<file path="src/rtl/core/sortpq_pkg.sv">
// sortpq_pkg: shared types and codes for the sorted priority queue.
// Used by sortpq_ctrl, sortpq_dpath and sorted_priority_queue; no dependencies.
package sortpq_pkg;

   // request function codes
   localparam logic FUNC_ENQ = 1'b0;
   localparam logic FUNC_DEQ = 1'b1;

   // result status codes
   localparam logic [1:0] STAT_ENQUEUED = 2'd0;
   localparam logic [1:0] STAT_DEQUEUED = 2'd1;
   localparam logic [1:0] STAT_FULL     = 2'd2;
   localparam logic [1:0] STAT_EMPTY    = 2'd3;

   localparam int          CSR_WIDTH = 5;
   localparam logic [4:0]  CAP_RESET = 5'd16;
   localparam int          RSP_WIDTH = 32;

   // datapath operation codes
   typedef logic [3:0] op_type;
   localparam op_type OP_NONE         = 4'd0;
   localparam op_type OP_ENQ_START    = 4'd1;
   localparam op_type OP_DEQ_START    = 4'd2;
   localparam op_type OP_REJECT_FULL  = 4'd3;
   localparam op_type OP_REJECT_EMPTY = 4'd4;
   localparam op_type OP_SHIFT        = 4'd5;
   localparam op_type OP_INSERT       = 4'd6;
   localparam op_type OP_POP          = 4'd7;
   localparam op_type OP_PUSH_RSP     = 4'd8;

   typedef struct packed {
      op_type op;
   } cmd_type;

   typedef struct packed {
      logic count_zero;
      logic full;
      logic shift_more;   // entry under scan is >= new value, move it up
      logic idx_is_one;
      logic rsp_free;
   } stat_type;

endpackage

</file>
<file path="src/rtl/core/sortpq_ctrl.sv">
// sortpq_ctrl: sequencer for enqueue scan, dequeue and result hand-off.
// Depends on sortpq_pkg; drives commands into sortpq_dpath.
module sortpq_ctrl (
   input  logic                 clock,
   input  logic                 reset,
   input  logic                 req_valid,
   input  logic                 req_func,
   output logic                 req_stall,
   input  sortpq_pkg::stat_type stat,
   output sortpq_pkg::cmd_type  cmd
);

   localparam logic [2:0] ST_IDLE  = 3'd0;
   localparam logic [2:0] ST_SCAN  = 3'd1;
   localparam logic [2:0] ST_PLACE = 3'd2;
   localparam logic [2:0] ST_DEQ   = 3'd3;
   localparam logic [2:0] ST_DONE  = 3'd4;

   logic [2:0] state_ff;
   logic [2:0] state_in;

   assign req_stall = (state_ff != ST_IDLE);

   always_comb begin
      state_in = state_ff;
      cmd.op   = sortpq_pkg::OP_NONE;
      case (state_ff)
         ST_IDLE: begin
            if (req_valid) begin
               if (req_func == sortpq_pkg::FUNC_ENQ) begin
                  if (stat.full) begin
                     cmd.op   = sortpq_pkg::OP_REJECT_FULL;
                     state_in = ST_DONE;
                  end else begin
                     cmd.op   = sortpq_pkg::OP_ENQ_START;
                     state_in = stat.count_zero ? ST_PLACE : ST_SCAN;
                  end
               end else begin
                  if (stat.count_zero) begin
                     cmd.op   = sortpq_pkg::OP_REJECT_EMPTY;
                     state_in = ST_DONE;
                  end else begin
                     cmd.op   = sortpq_pkg::OP_DEQ_START;
                     state_in = ST_DEQ;
                  end
               end
            end
         end
         ST_SCAN: begin
            if (stat.shift_more) begin
               cmd.op   = sortpq_pkg::OP_SHIFT;
               state_in = stat.idx_is_one ? ST_PLACE : ST_SCAN;
            end else begin
               cmd.op   = sortpq_pkg::OP_INSERT;
               state_in = ST_DONE;
            end
         end
         ST_PLACE: begin
            cmd.op   = sortpq_pkg::OP_INSERT;
            state_in = ST_DONE;
         end
         ST_DEQ: begin
            cmd.op   = sortpq_pkg::OP_POP;
            state_in = ST_DONE;
         end
         ST_DONE: begin
            if (stat.rsp_free) begin
               cmd.op   = sortpq_pkg::OP_PUSH_RSP;
               state_in = ST_IDLE;
            end
         end
         default: begin
            state_in = ST_IDLE;
         end
      endcase
   end

   always_ff @(posedge clock) begin
      if (reset) begin
         state_ff <= ST_IDLE;
      end else begin
         state_ff <= state_in;
      end
   end

   // a request is only taken in idle
   a_accept_idle: assert property (@(posedge clock) disable iff (reset)
      (req_valid && !req_stall) |-> (state_ff == ST_IDLE))
      else $error("request accepted outside idle");

   // scan only starts on a queue that holds entries
   a_scan_nonempty: assert property (@(posedge clock) disable iff (reset)
      (state_ff == ST_SCAN) |-> !stat.count_zero)
      else $error("scan with empty queue");

   // every accepted request ends in a result push before the next accept
   a_done_push: assert property (@(posedge clock) disable iff (reset)
      (state_ff == ST_DONE && stat.rsp_free) |=> (state_ff == ST_IDLE))
      else $error("result not handed off");

endmodule

</file>
<file path="src/rtl/core/sortpq_dpath.sv">
// sortpq_dpath: entry memory (circular, sorted from head), count, scan index,
// capacity register and result registers. Depends on sortpq_pkg.
module sortpq_dpath #(
   parameter int CAPACITY   = 16,
   parameter int DATA_WIDTH = 32
) (
   input  logic                                 clock,
   input  logic                                 reset,
   input  sortpq_pkg::cmd_type                  cmd,
   output sortpq_pkg::stat_type                 stat,
   input  logic [31:0]                          req_value_in,
   input  logic                                 csr_write,
   input  logic [sortpq_pkg::CSR_WIDTH-1:0]     csr_capacity_in_use,
   output logic                                 rsp_valid,
   input  logic                                 rsp_stall,
   output logic [sortpq_pkg::RSP_WIDTH-1:0]     rsp_value_out,
   output logic [1:0]                           rsp_status,
   output logic [4:0]                           rsp_count_out
);

   localparam int AW = (CAPACITY > 1) ? $clog2(CAPACITY) : 1;
   localparam int CW = $clog2(CAPACITY + 1);
   localparam int DW = DATA_WIDTH;
   localparam int SW = sortpq_pkg::CSR_WIDTH;
   localparam logic [AW:0]   CAP_SUM   = (AW + 1)'(CAPACITY);
   localparam logic [CW-1:0] CAP_CNT   = CW'(CAPACITY);
   localparam logic [AW-1:0] HEAD_LAST = AW'(CAPACITY - 1);

   // entry memory
   logic [DW-1:0] entry_mem [CAPACITY];
   logic [DW-1:0] rd_data_ff;

   logic [AW-1:0] head_ff, head_in;
   logic [CW-1:0] count_ff, count_in;
   logic [AW-1:0] idx_ff, idx_in;
   logic [DW-1:0] val_ff, val_in;
   logic [SW-1:0] cap_ff;
   logic [1:0]    res_status_ff, res_status_in;
   logic [31:0]   res_value_ff, res_value_in;
   logic          rsp_valid_ff, rsp_valid_in;
   logic [31:0]   rsp_value_ff, rsp_value_in;
   logic [1:0]    rsp_status_ff, rsp_status_in;
   logic [4:0]    rsp_count_ff, rsp_count_in;

   logic          rd_en, wr_en;
   logic [AW-1:0] rd_log, wr_log;
   logic [AW-1:0] rd_addr, wr_addr;
   logic [DW-1:0] wr_data;
   logic [DW+31:0] value_ext;
   logic [DW+31:0] rd_sext;
   logic [CW+4:0]  count_ext;
   logic [CW+SW-1:0] count_cmp, cap_cmp;

   // logical slot (offset from head) to memory row
   function automatic logic [AW-1:0] to_phys(input logic [AW-1:0] l,
                                              input logic [AW-1:0] h);
      logic [AW:0] s;
      s = {1'b0, h} + {1'b0, l};
      if (s >= CAP_SUM) begin
         s = s - CAP_SUM;
      end
      return s[AW-1:0];
   endfunction

   assign value_ext = {{DW{1'b0}}, req_value_in};
   assign rd_sext   = {{32{rd_data_ff[DW-1]}}, rd_data_ff};
   assign count_ext = {5'd0, count_ff};
   assign count_cmp = {{SW{1'b0}}, count_ff};
   assign cap_cmp   = {{CW{1'b0}}, cap_ff};

   assign rd_addr = to_phys(rd_log, head_ff);
   assign wr_addr = to_phys(wr_log, head_ff);

   assign stat.count_zero = (count_ff == '0);
   assign stat.full       = (count_ff == CAP_CNT) || (count_cmp >= cap_cmp);
   assign stat.shift_more = ($signed(rd_data_ff) >= $signed(val_ff));
   assign stat.idx_is_one = (idx_ff == AW'(1));
   assign stat.rsp_free   = !rsp_valid_ff || !rsp_stall;

   always_comb begin
      head_in       = head_ff;
      count_in      = count_ff;
      idx_in        = idx_ff;
      val_in        = val_ff;
      res_status_in = res_status_ff;
      res_value_in  = res_value_ff;
      rd_en         = 1'b0;
      wr_en         = 1'b0;
      rd_log        = '0;
      wr_log        = '0;
      wr_data       = val_ff;
      rsp_valid_in  = rsp_valid_ff && rsp_stall;
      rsp_value_in  = rsp_value_ff;
      rsp_status_in = rsp_status_ff;
      rsp_count_in  = rsp_count_ff;
      case (cmd.op)
         sortpq_pkg::OP_ENQ_START: begin
            val_in = value_ext[DW-1:0];
            idx_in = count_ff[AW-1:0];
            rd_en  = 1'b1;
            rd_log = count_ff[AW-1:0] - AW'(1);
         end
         sortpq_pkg::OP_DEQ_START: begin
            rd_en  = 1'b1;
            rd_log = '0;
         end
         sortpq_pkg::OP_REJECT_FULL: begin
            res_status_in = sortpq_pkg::STAT_FULL;
            res_value_in  = '0;
         end
         sortpq_pkg::OP_REJECT_EMPTY: begin
            res_status_in = sortpq_pkg::STAT_EMPTY;
            res_value_in  = '0;
         end
         sortpq_pkg::OP_SHIFT: begin
            // move the entry up one slot and fetch the one below it
            wr_en   = 1'b1;
            wr_log  = idx_ff;
            wr_data = rd_data_ff;
            idx_in  = idx_ff - AW'(1);
            rd_en   = 1'b1;
            rd_log  = idx_ff - AW'(2);
         end
         sortpq_pkg::OP_INSERT: begin
            wr_en         = 1'b1;
            wr_log        = idx_ff;
            wr_data       = val_ff;
            count_in      = count_ff + CW'(1);
            res_status_in = sortpq_pkg::STAT_ENQUEUED;
            res_value_in  = '0;
         end
         sortpq_pkg::OP_POP: begin
            res_value_in  = rd_sext[31:0];
            res_status_in = sortpq_pkg::STAT_DEQUEUED;
            count_in      = count_ff - CW'(1);
            head_in       = (head_ff == HEAD_LAST) ? '0 : head_ff + AW'(1);
         end
         sortpq_pkg::OP_PUSH_RSP: begin
            rsp_valid_in  = 1'b1;
            rsp_value_in  = res_value_ff;
            rsp_status_in = res_status_ff;
            rsp_count_in  = count_ext[4:0];
         end
         default: begin
         end
      endcase
   end

   always_ff @(posedge clock) begin
      if (wr_en) begin
         entry_mem[wr_addr] <= wr_data;
      end
      if (rd_en) begin
         rd_data_ff <= entry_mem[rd_addr];
      end
   end

   always_ff @(posedge clock) begin
      if (reset) begin
         head_ff      <= '0;
         count_ff     <= '0;
         cap_ff       <= sortpq_pkg::CAP_RESET;
         rsp_valid_ff <= 1'b0;
      end else begin
         head_ff      <= head_in;
         count_ff     <= count_in;
         rsp_valid_ff <= rsp_valid_in;
         if (csr_write) begin
            cap_ff <= csr_capacity_in_use;
         end
      end
   end

   always_ff @(posedge clock) begin
      idx_ff        <= idx_in;
      val_ff        <= val_in;
      res_status_ff <= res_status_in;
      res_value_ff  <= res_value_in;
      rsp_value_ff  <= rsp_value_in;
      rsp_status_ff <= rsp_status_in;
      rsp_count_ff  <= rsp_count_in;
   end

   assign rsp_valid     = rsp_valid_ff;
   assign rsp_value_out = rsp_value_ff;
   assign rsp_status    = rsp_status_ff;
   assign rsp_count_out = rsp_count_ff;

   a_count_bound: assert property (@(posedge clock) disable iff (reset)
      count_ff <= CAP_CNT)
      else $error("count above capacity");

   a_head_bound: assert property (@(posedge clock) disable iff (reset)
      {1'b0, head_ff} < CAP_SUM)
      else $error("head out of range");

   a_insert_count: assert property (@(posedge clock) disable iff (reset)
      (cmd.op == sortpq_pkg::OP_INSERT) |=> (count_ff == $past(count_ff) + CW'(1)))
      else $error("insert did not grow count");

   a_pop_count: assert property (@(posedge clock) disable iff (reset)
      (cmd.op == sortpq_pkg::OP_POP) |=> (count_ff == $past(count_ff) - CW'(1)))
      else $error("pop did not shrink count");

   a_push_free: assert property (@(posedge clock) disable iff (reset)
      (cmd.op == sortpq_pkg::OP_PUSH_RSP) |-> stat.rsp_free)
      else $error("result overwritten while waiting");

endmodule

</file>
<file path="src/rtl/core/sorted_priority_queue.sv">
// Sorted priority queue, smallest value first. A full or empty rejection goes
// straight to the result hand-off, a dequeue pops the head first, and an enqueue
// first moves any held entries >= the new value up (one entry per cycle, one memory port).
// A new request is taken once the previous transaction's result is registered.
// Reset (synchronous): count and head to zero, capacity_in_use to 16; the entry
// memory is not cleared, slots beyond the count are never read.
module sorted_priority_queue #(
   parameter int CAPACITY   = 16,
   parameter int DATA_WIDTH = 32
) (
   input  logic        clock,
   input  logic        reset,
   // request channel
   input  logic        req_valid,
   output logic        req_stall,
   input  logic        req_func,
   input  logic [31:0] req_value_in,
   // result channel
   output logic        rsp_valid,
   input  logic        rsp_stall,
   output logic [31:0] rsp_value_out,
   output logic [1:0]  rsp_status,
   output logic [4:0]  rsp_count_out,
   // capacity register write
   input  logic        csr_valid,
   output logic        csr_ready,
   input  logic [4:0]  csr_capacity_in_use
);

   // Entries live in a circular memory, sorted ascending from the head slot.
   // Dequeue reads the head and advances it. Enqueue walks down from the tail,
   // moving each entry >= the new value up one slot, then writes the new value
   // into the gap.
   sortpq_pkg::cmd_type  cmd;
   sortpq_pkg::stat_type stat;

   // register writes must arrive only while the queue is idle (the block does not enforce it); always taken
   assign csr_ready = 1'b1;

   sortpq_ctrl u_ctrl (
      .clock     (clock),
      .reset     (reset),
      .req_valid (req_valid),
      .req_func  (req_func),
      .req_stall (req_stall),
      .stat      (stat),
      .cmd       (cmd)
   );

   sortpq_dpath #(
      .CAPACITY   (CAPACITY),
      .DATA_WIDTH (DATA_WIDTH)
   ) u_dpath (
      .clock               (clock),
      .reset               (reset),
      .cmd                 (cmd),
      .stat                (stat),
      .req_value_in        (req_value_in),
      .csr_write           (csr_valid && csr_ready),
      .csr_capacity_in_use (csr_capacity_in_use),
      .rsp_valid           (rsp_valid),
      .rsp_stall           (rsp_stall),
      .rsp_value_out       (rsp_value_out),
      .rsp_status          (rsp_status),
      .rsp_count_out       (rsp_count_out)
   );

endmodule
</file>
<file path="config.mk">
export PLATFORM = sky130hd
export DESIGN_NAME = sorted_priority_queue
export DESIGN_NICKNAME = d
export VERILOG_FILES = /design/src/rtl/core/sortpq_pkg.sv /design/src/rtl/core/sortpq_ctrl.sv /design/src/rtl/core/sortpq_dpath.sv /design/src/rtl/core/sorted_priority_queue.sv
export SDC_FILE = /design/constraint.sdc
export NUM_CORES = 1
export LEC_CHECK = 0
export BUFFER_PORTS_ARGS = -buffer_cell sky130_fd_sc_hd__buf_2
export CAP_MARGIN = 20
export CORE_UTILIZATION = 55
export CTS_BUF_LIST = sky130_fd_sc_hd__clkbuf_16
export DETAILED_ROUTE_END_ITERATION = 10
export PLACE_DENSITY = 0.72
export SYNTH_ARGS = -nofsm -noshare
export SYNTH_HDL_FRONTEND = slang
export SYNTH_SLANG_ARGS = --single-unit
export TNS_END_PERCENT = 5
</file>
<file path="constraint.sdc">
create_clock -name clock -period 12.4 [get_ports clock]
set_clock_uncertainty 0.05 [all_clocks]
set_input_delay 2.48 -clock clock [delete_from_list [all_inputs] [get_ports clock]]
set_output_delay 2.48 -clock clock [all_outputs]
set_load 0.01 [all_outputs]
</file>
==> results of run 1 <==
worst max-delay path, stage by stage (launching register included):
cell	delay (ps)
edfxtp_1	480
ha_1	590
nand4_2	330
nor4_4	620
o31ai_1	200
a31oi_1	230
a211o_2	130
buf_4	630
o22ai_1	230
ha_4	220
fa_4	1200
buf_4	680
buf_4	640
mux4_2	410
mux2i_1	160
mux2i_1	100
Yosys cell counts, types with 2 or more instances:
master,n
edfxtp_1,653
mux4_2,128
mux2i_1,101
ha_1,53
clkbuf_1,47
inv_1,47
nor2_1,40
a21oi_1,35
nand2_1,35
and3_1,31
mux2_2,31
dfxtp_1,18
o21ai_0,12
xor2_1,10
nand3_1,9
xnor2_1,9
nand4_1,8
nor3_1,8
buf_12,7
a21o_1,6
nor2b_1,5
nand3b_1,4
o22ai_1,4
a31oi_1,3
fa_1,3
nand2b_1,3
or3_1,3
a211o_1,2
o211ai_1,2
or2_2,2
or4_1,2
per-stage QoR:
stage | power, uW | utilization | instances
after global placement | 4020 | 0.587 | 2015
after floorplan | 3710 | - | 1342
after global routing | 6250 | 0.634 | 2142
after detailed placement | 4050 | 0.588 | 2016
final | 6030 | 0.634 | 2142
after CTS | 6070 | 0.634 | 2142
cell families (layout without fill, tap and decap cells):
kind of cell	after synthesis	in the layout	share of synthesized area
flip-flops	671	671	0.743
multiplexers	260	260	0.158
AND/OR/NAND/NOR	157	157	0.0303
buffers and inverters	103	288	0.0190
AO/OA/AOI/OAI	75	75	0.0169
adder cells (fa/ha/maj)	56	56	0.0269
XOR/XNOR	19	19	0.00619
other	1	1	0.000139
registers in the layout, indices dropped and copies added (netlist names):
| register | flops |
|---|---|
| u_dpath.val_ff | 32 |
| u_dpath.rsp_valid | 1 |
| u_dpath.idx_ff | 4 |
| u_dpath.count_ff | 5 |
| u_ctrl.state_ff | 3 |
| u_dpath.rd_data_ff | 32 |
| u_dpath.rsp_status | 2 |
| u_dpath.rsp_value_out | 32 |
| u_dpath.rsp_count_out | 5 |
| u_dpath.head_ff | 4 |
| u_dpath.res_value_ff | 32 |
| u_dpath.cap_ff | 5 |
| u_dpath.entry_mem | 512 |
| u_dpath.res_status_ff | 2 |
final cells by class:
class                   instances  share of cell area
clock inverters                54              0.0142
multi-input cells             568               0.217
clock buffers                  72              0.0593
well taps                     615              0.0253
inverters                      47             0.00580
flip-flops and latches        671               0.657
repair buffers                115              0.0220
power groups by stage:
stage               sequential, uW  clock, uW  combinational [uW]
floorplan                     2870          0                 838
global placement              2890          0                1130
detailed placement            2890          0                1160
CTS                           2850       2060                1160
global route                  2860       2140                1240
finish                        2850       2030                1150
final timing paths:
path                         endpoint  slack (ps)  cells past startpoint
max            u_dpath.rd_data_ff[25]        5070                     15
min          u_dpath.rsp_value_out[4]         350                      0
max reg2reg    u_dpath.rd_data_ff[25]        5070                     15
min reg2reg  u_dpath.rsp_value_out[4]         350                      0
layer usage:
metal,wire length [um],share of wire
met5,10,0.00018
met4,1560,0.027
met1,23100,0.41
met3,4170,0.073
met2,28000,0.49
==> results.cfg, run 1 <==
[status]
status = complete, no violations

[detailed_routing]
vias = 13165
ant_nets = 0
drt_iter0_drc = 1298
routed_wl_mm = 56.9
dr.pass1.iters = 5
drc = 0
routedWlPerCell_um = 26.6
viasPerCell = 6.15

[placed_design]
gp_congestion = 0.778
hpwl_mm = 30.7
dpl_cell_area_um2 = 28200
io_buffers = 83
dp_slack_ps = 5110

[clocking]
clock_sinks = 671
ctsResizeCount = 0
cts_hold_buf = 0
htree_levels = 3
clock-root-buffer = clkbuf_16
cts_tree = done
post_cts_buffers = 0
path_clk_slew_ps = 60
cts_buffers = 69
clockBufferDepth = 3
clkLatencyLatePin_ps = 600

[pwr]
power.density_nw_per_um2 = 198
p_int_uw = 4440
clkPwrFrac = 0.337
switching_share = 0.263
netSwitchingPower_uw = 1580
p_seq_frac = 0.472
p_leak_uw = 0.0106
combPwrFrac = 0.190
ir_drop_uv = 119

[grt]
grt_pass1_wl_mm = 84.3
grt_pass1_vias = 13440
grt_util_met3 = 0.0452
grt_antenna_before_repair = 1
grtUsageMet1 = 0.321
grt_max_degree = 54
grt-busiest-layer = met2
overflow = 0
grt_util_all_layers = 0.236
use_met2 = 0.383

[final_layout]
fillCellCount = 3236
final_common_cell = edfxtp_1
antenna_cells = 0
multi_input_area_um2 = 6590
drive_above_1_share = 0.260
nNetsFinal = 1571
regArea_um2 = 20000
final_area_um2 = 30400
layout_common_cells = edfxtp_1, mux4_2, mux2i_1, buf_2, clkbuf_16
syn2layout_area_growth_pct = 13.1

[sta]
worst_pin_slew_ps = 901
period_minus_slack_ps = 7330
worst_slack_ps = 5070
setup_viol_count_final = 0
rsz0062_at_grt = false
clock.fmax_mhz = 137
fin_setup_tns_ps = 0
finalMaxSlewViolations = 0
min_period_over_period = 0.591
hold_viol = 0
max_slew_margin = 0.399
hold-worst-slack_ps = 355

[synth]
synth_area_leader_cell = edfxtp_1
synth.distinct_cells = 52
postSynthAreaPerCell_um2 = 20.0
yosys_warnings = 0
synth_edf_count = 653
synth-main-ff-cell = edfxtp_1
syn-num-nets = 1441
ys_seq_area_frac = 0.743
synth_top_area_share = 0.729
syn_inst = 1342
synth-seq-cells = 671
synth.area.top_cells = edfxtp_1, mux4_2, mux2i_1, ha_1, dfxtp_1
postSynth.asyncResetShare = 0
syn-cell-area_um2 = 26900

[critical_path]
cp-end-kind = flop
critPathMaxFanout = 53
critical_path_arrival_ps = 7590
cp-startpoint = u_dpath.rd_data_ff[31]
cp-start-kind = flop
crit-reg2reg-launch = u_dpath.rd_data_ff[31]
timing.setup.critical_path_class = reg -> reg
cp_data_required_time_ps = 12670

[worst_hold_path]
holdCritPathClass = reg -> reg
hold_path_startpoint = u_dpath.res_value_ff[4]

[floorplanning]
dieArea_um2 = 49800
core_area_um2 = 47900
die_height_um = 223
ios = 85
fp.dieW_um = 223
num_rows = 80
initial_core_util = 0.561

[job]
maxCapViolCount = 0
Power figures use the tool's default switching activity.
==> inputs of run 2 (changes only) <==
==> constraint.sdc (replaced) <==
create_clock -name clock -period 7.15 [get_ports clock]
set_clock_uncertainty 0.05 [all_clocks]
set_input_delay 1.43 -clock clock [delete_from_list [all_inputs] [get_ports clock]]
set_output_delay 1.43 -clock clock [all_outputs]
set_load 0.01 [all_outputs]
==> run 2 against run 1 <==
Core utilization decreased by 0.086 points. First-iteration DRC count up 7.4%. Wire length up 0.57%. Worst hold slack improved by 4.4 ps. Final cell count about the same. Count of clock-buffer cells in the layout did not move. Global-route usage rose by 0.095 points. Sequential share of layout area rose by 0.089 points. Worst setup slack got worse by 4000 ps. Flip-flop and latch count unchanged. Fmax up 21%.
==> results.cfg, run 2 (synthesized netlist as in run 1, its figures left out) <==
[status]
status = complete, no violations

[sta]
finalMaxSlewViolations = 0
clock.fmax_mhz = 166
hold_viol = 0
rsz0062_at_grt = false
fin_setup_tns_ps = 0
worst_pin_slew_ps = 964
min_period_over_period = 0.844
max_slew_margin = 0.354
period_minus_slack_ps = 6040
setup_viol_count_final = 0

[critical_path]
path_cells = ha_1 -> nand4_2 -> nor4_4 -> o31ai_1 -> and3_4 -> xnor2_1 -> a31oi_1 -> buf_4 -> nand3_1 -> o22ai_1 -> ha_1 -> a21o_1 -> a21oi_1 -> xor2_1 -> o21ai_0 -> o211ai_4 -> buf_4 -> mux2i_1 -> mux2i_1
crit_slowest_cell = buf_4
critPathMaxFanout = 42
cp-start-kind = flop
r2r_setup_slack_ps = 1110
cp-startpoint = u_dpath.rd_data_ff[31]
reg2reg_depth = 19
r2r_end = u_dpath.rd_data_ff[29]
path_buf_inv = 2
cp_data_required_time_ps = 7420
cp_top_family = compound AO/OA/AOI/OAI gates
max_stage_delay_ps = 690
timing.setup.critical_path_class = reg -> reg
cp-end-kind = flop
crit-reg2reg-launch = u_dpath.rd_data_ff[31]
critical_path_arrival_ps = 6310

[detailed_routing]
drc = 0
vias = 13197
routedWlPerCell_um = 26.7
drt_iter0_drc = 1394
dr_wl_met3_mm = 3.82
dr.pass1.iters = 5
met2_length_mm = 28.8
viasPerCell = 6.16
ant_nets = 0
routed_wl_mm = 57.2
top_layer = met4
wl_met1_mm = 23.5

[floorplanning]
num_rows = 80
core_area_um2 = 47900
initial_core_util = 0.561
fp.dieW_um = 223
dieArea_um2 = 49800
ios = 85
die_height_um = 223

[clocking]
path_clk_slew_ps = 60
clkLatencyLatePin_ps = 600
htree_levels = 3
clock-root-buffer = clkbuf_16
cts_buffers = 69
post_cts_buffers = 0
clock_sinks = 671
clockBufferDepth = 3
cts_hold_buf = 0
cts_tree = done
ctsResizeCount = 0

[final_layout]
largest_reg_flops = 512
nNetsFinal = 1574
largest-register = u_dpath.entry_mem
drive_above_1_share = 0.262
antenna_cells = 0
layout_common_cells = edfxtp_1, mux4_2, mux2i_1, buf_2, clkbuf_16
final_common_cell = edfxtp_1
syn2layout_area_growth_pct = 12.9

[job]
maxCapViolCount = 0

[grt]
overflow = 0
grt_pass1_vias = 13410
grt_pass1_wl_mm = 84.8
grt_antenna_before_repair = 1
grt_util_all_layers = 0.237
grt_max_degree = 50

[worst_hold_path]
whs_endpoint = u_dpath.rsp_value_out[20]
hold_path_startpoint = u_dpath.res_value_ff[20]
holdPathStages = 0
holdCritPathClass = reg -> reg

[placed_design]
gp_congestion = 0.789
hpwl_mm = 31.6
io_buffers = 83

[pwr]
total_power_uw = 10300
ir_drop_uv = 173
p_leak_uw = 0.0106
power.density_nw_per_um2 = 341
==> run 2: worst register-to-register path, delay by kind of cell, from the launching register on <==
| family | cells | cell delay [ps] |
|---|---|---|
| muxes | 2 | 490 |
| adders and majority gates | 2 | 820 |
| AOI/OAI and AO/OA | 7 | 1430 |
| and+or+nand+nor | 4 | 1260 |
| DFF | 1 | 430 |
| xor gates and xnor gates | 2 | 360 |
| buffers and inverters | 2 | 910 |
==> run 2: layout make-up <==
| type | instances | area (um^2) |
|---|---|---|
| Clock buffer | 72 | 1800 |
| Clock inverter | 53 | 329 |
| Fill cell | 3239 | 17600 |
| Inverter | 47 | 176 |
| Multi-Input combinational cell | 568 | 6590 |
| Sequential cell | 671 | 20000 |
| Tap cell | 615 | 769 |
| Timing Repair Buffer | 118 | 728 |
==> run 2: metrics by stage <==
stage          worst slack, ps   util  hold slack [ps]  cell area, um^2  cells
6_report                  1110  0.633              359            30400   2144
5_1_grt                    812  0.633              372            30400   2144
4_1_cts                   1110  0.633              357            30400   2144
3_5_place_dp              1180  0.589              357            28200   2019
3_3_place_gp              1330  0.589              351            28200   2019
2_1_floorplan             2200      -              350            26900   1342
==> run 2: how the worst max path moves through the flow <==
| stage | slack [ps] | cells past startpoint | endpoint |
|---|---|---|---|
| 2_1_floorplan | 2200 | 9 | u_dpath.rd_data_ff[10] |
| 3_3_place_gp | 1330 | 16 | u_dpath.rd_data_ff[5] |
| 3_5_place_dp | 1180 | 19 | u_dpath.rd_data_ff[4] |
| 4_1_cts | 1110 | 19 | u_dpath.rd_data_ff[29] |
| 5_1_grt | 810 | 19 | u_dpath.rd_data_ff[29] |
| 6_report | 1110 | 19 | u_dpath.rd_data_ff[29] |
==> run 2: metal layers <==
layer	track usage	up-vias
li1	-	5697
met5	0	-
met2	0.391	486
met3	0.0361	80
met1	0.330	6934
met4	0.0694	0
==> run 2: power breakdown <==
part,internal [uW],switching [uW]
combinational,847,1180
clock,1930,1450
sequential,4800,137
total,7580,2770
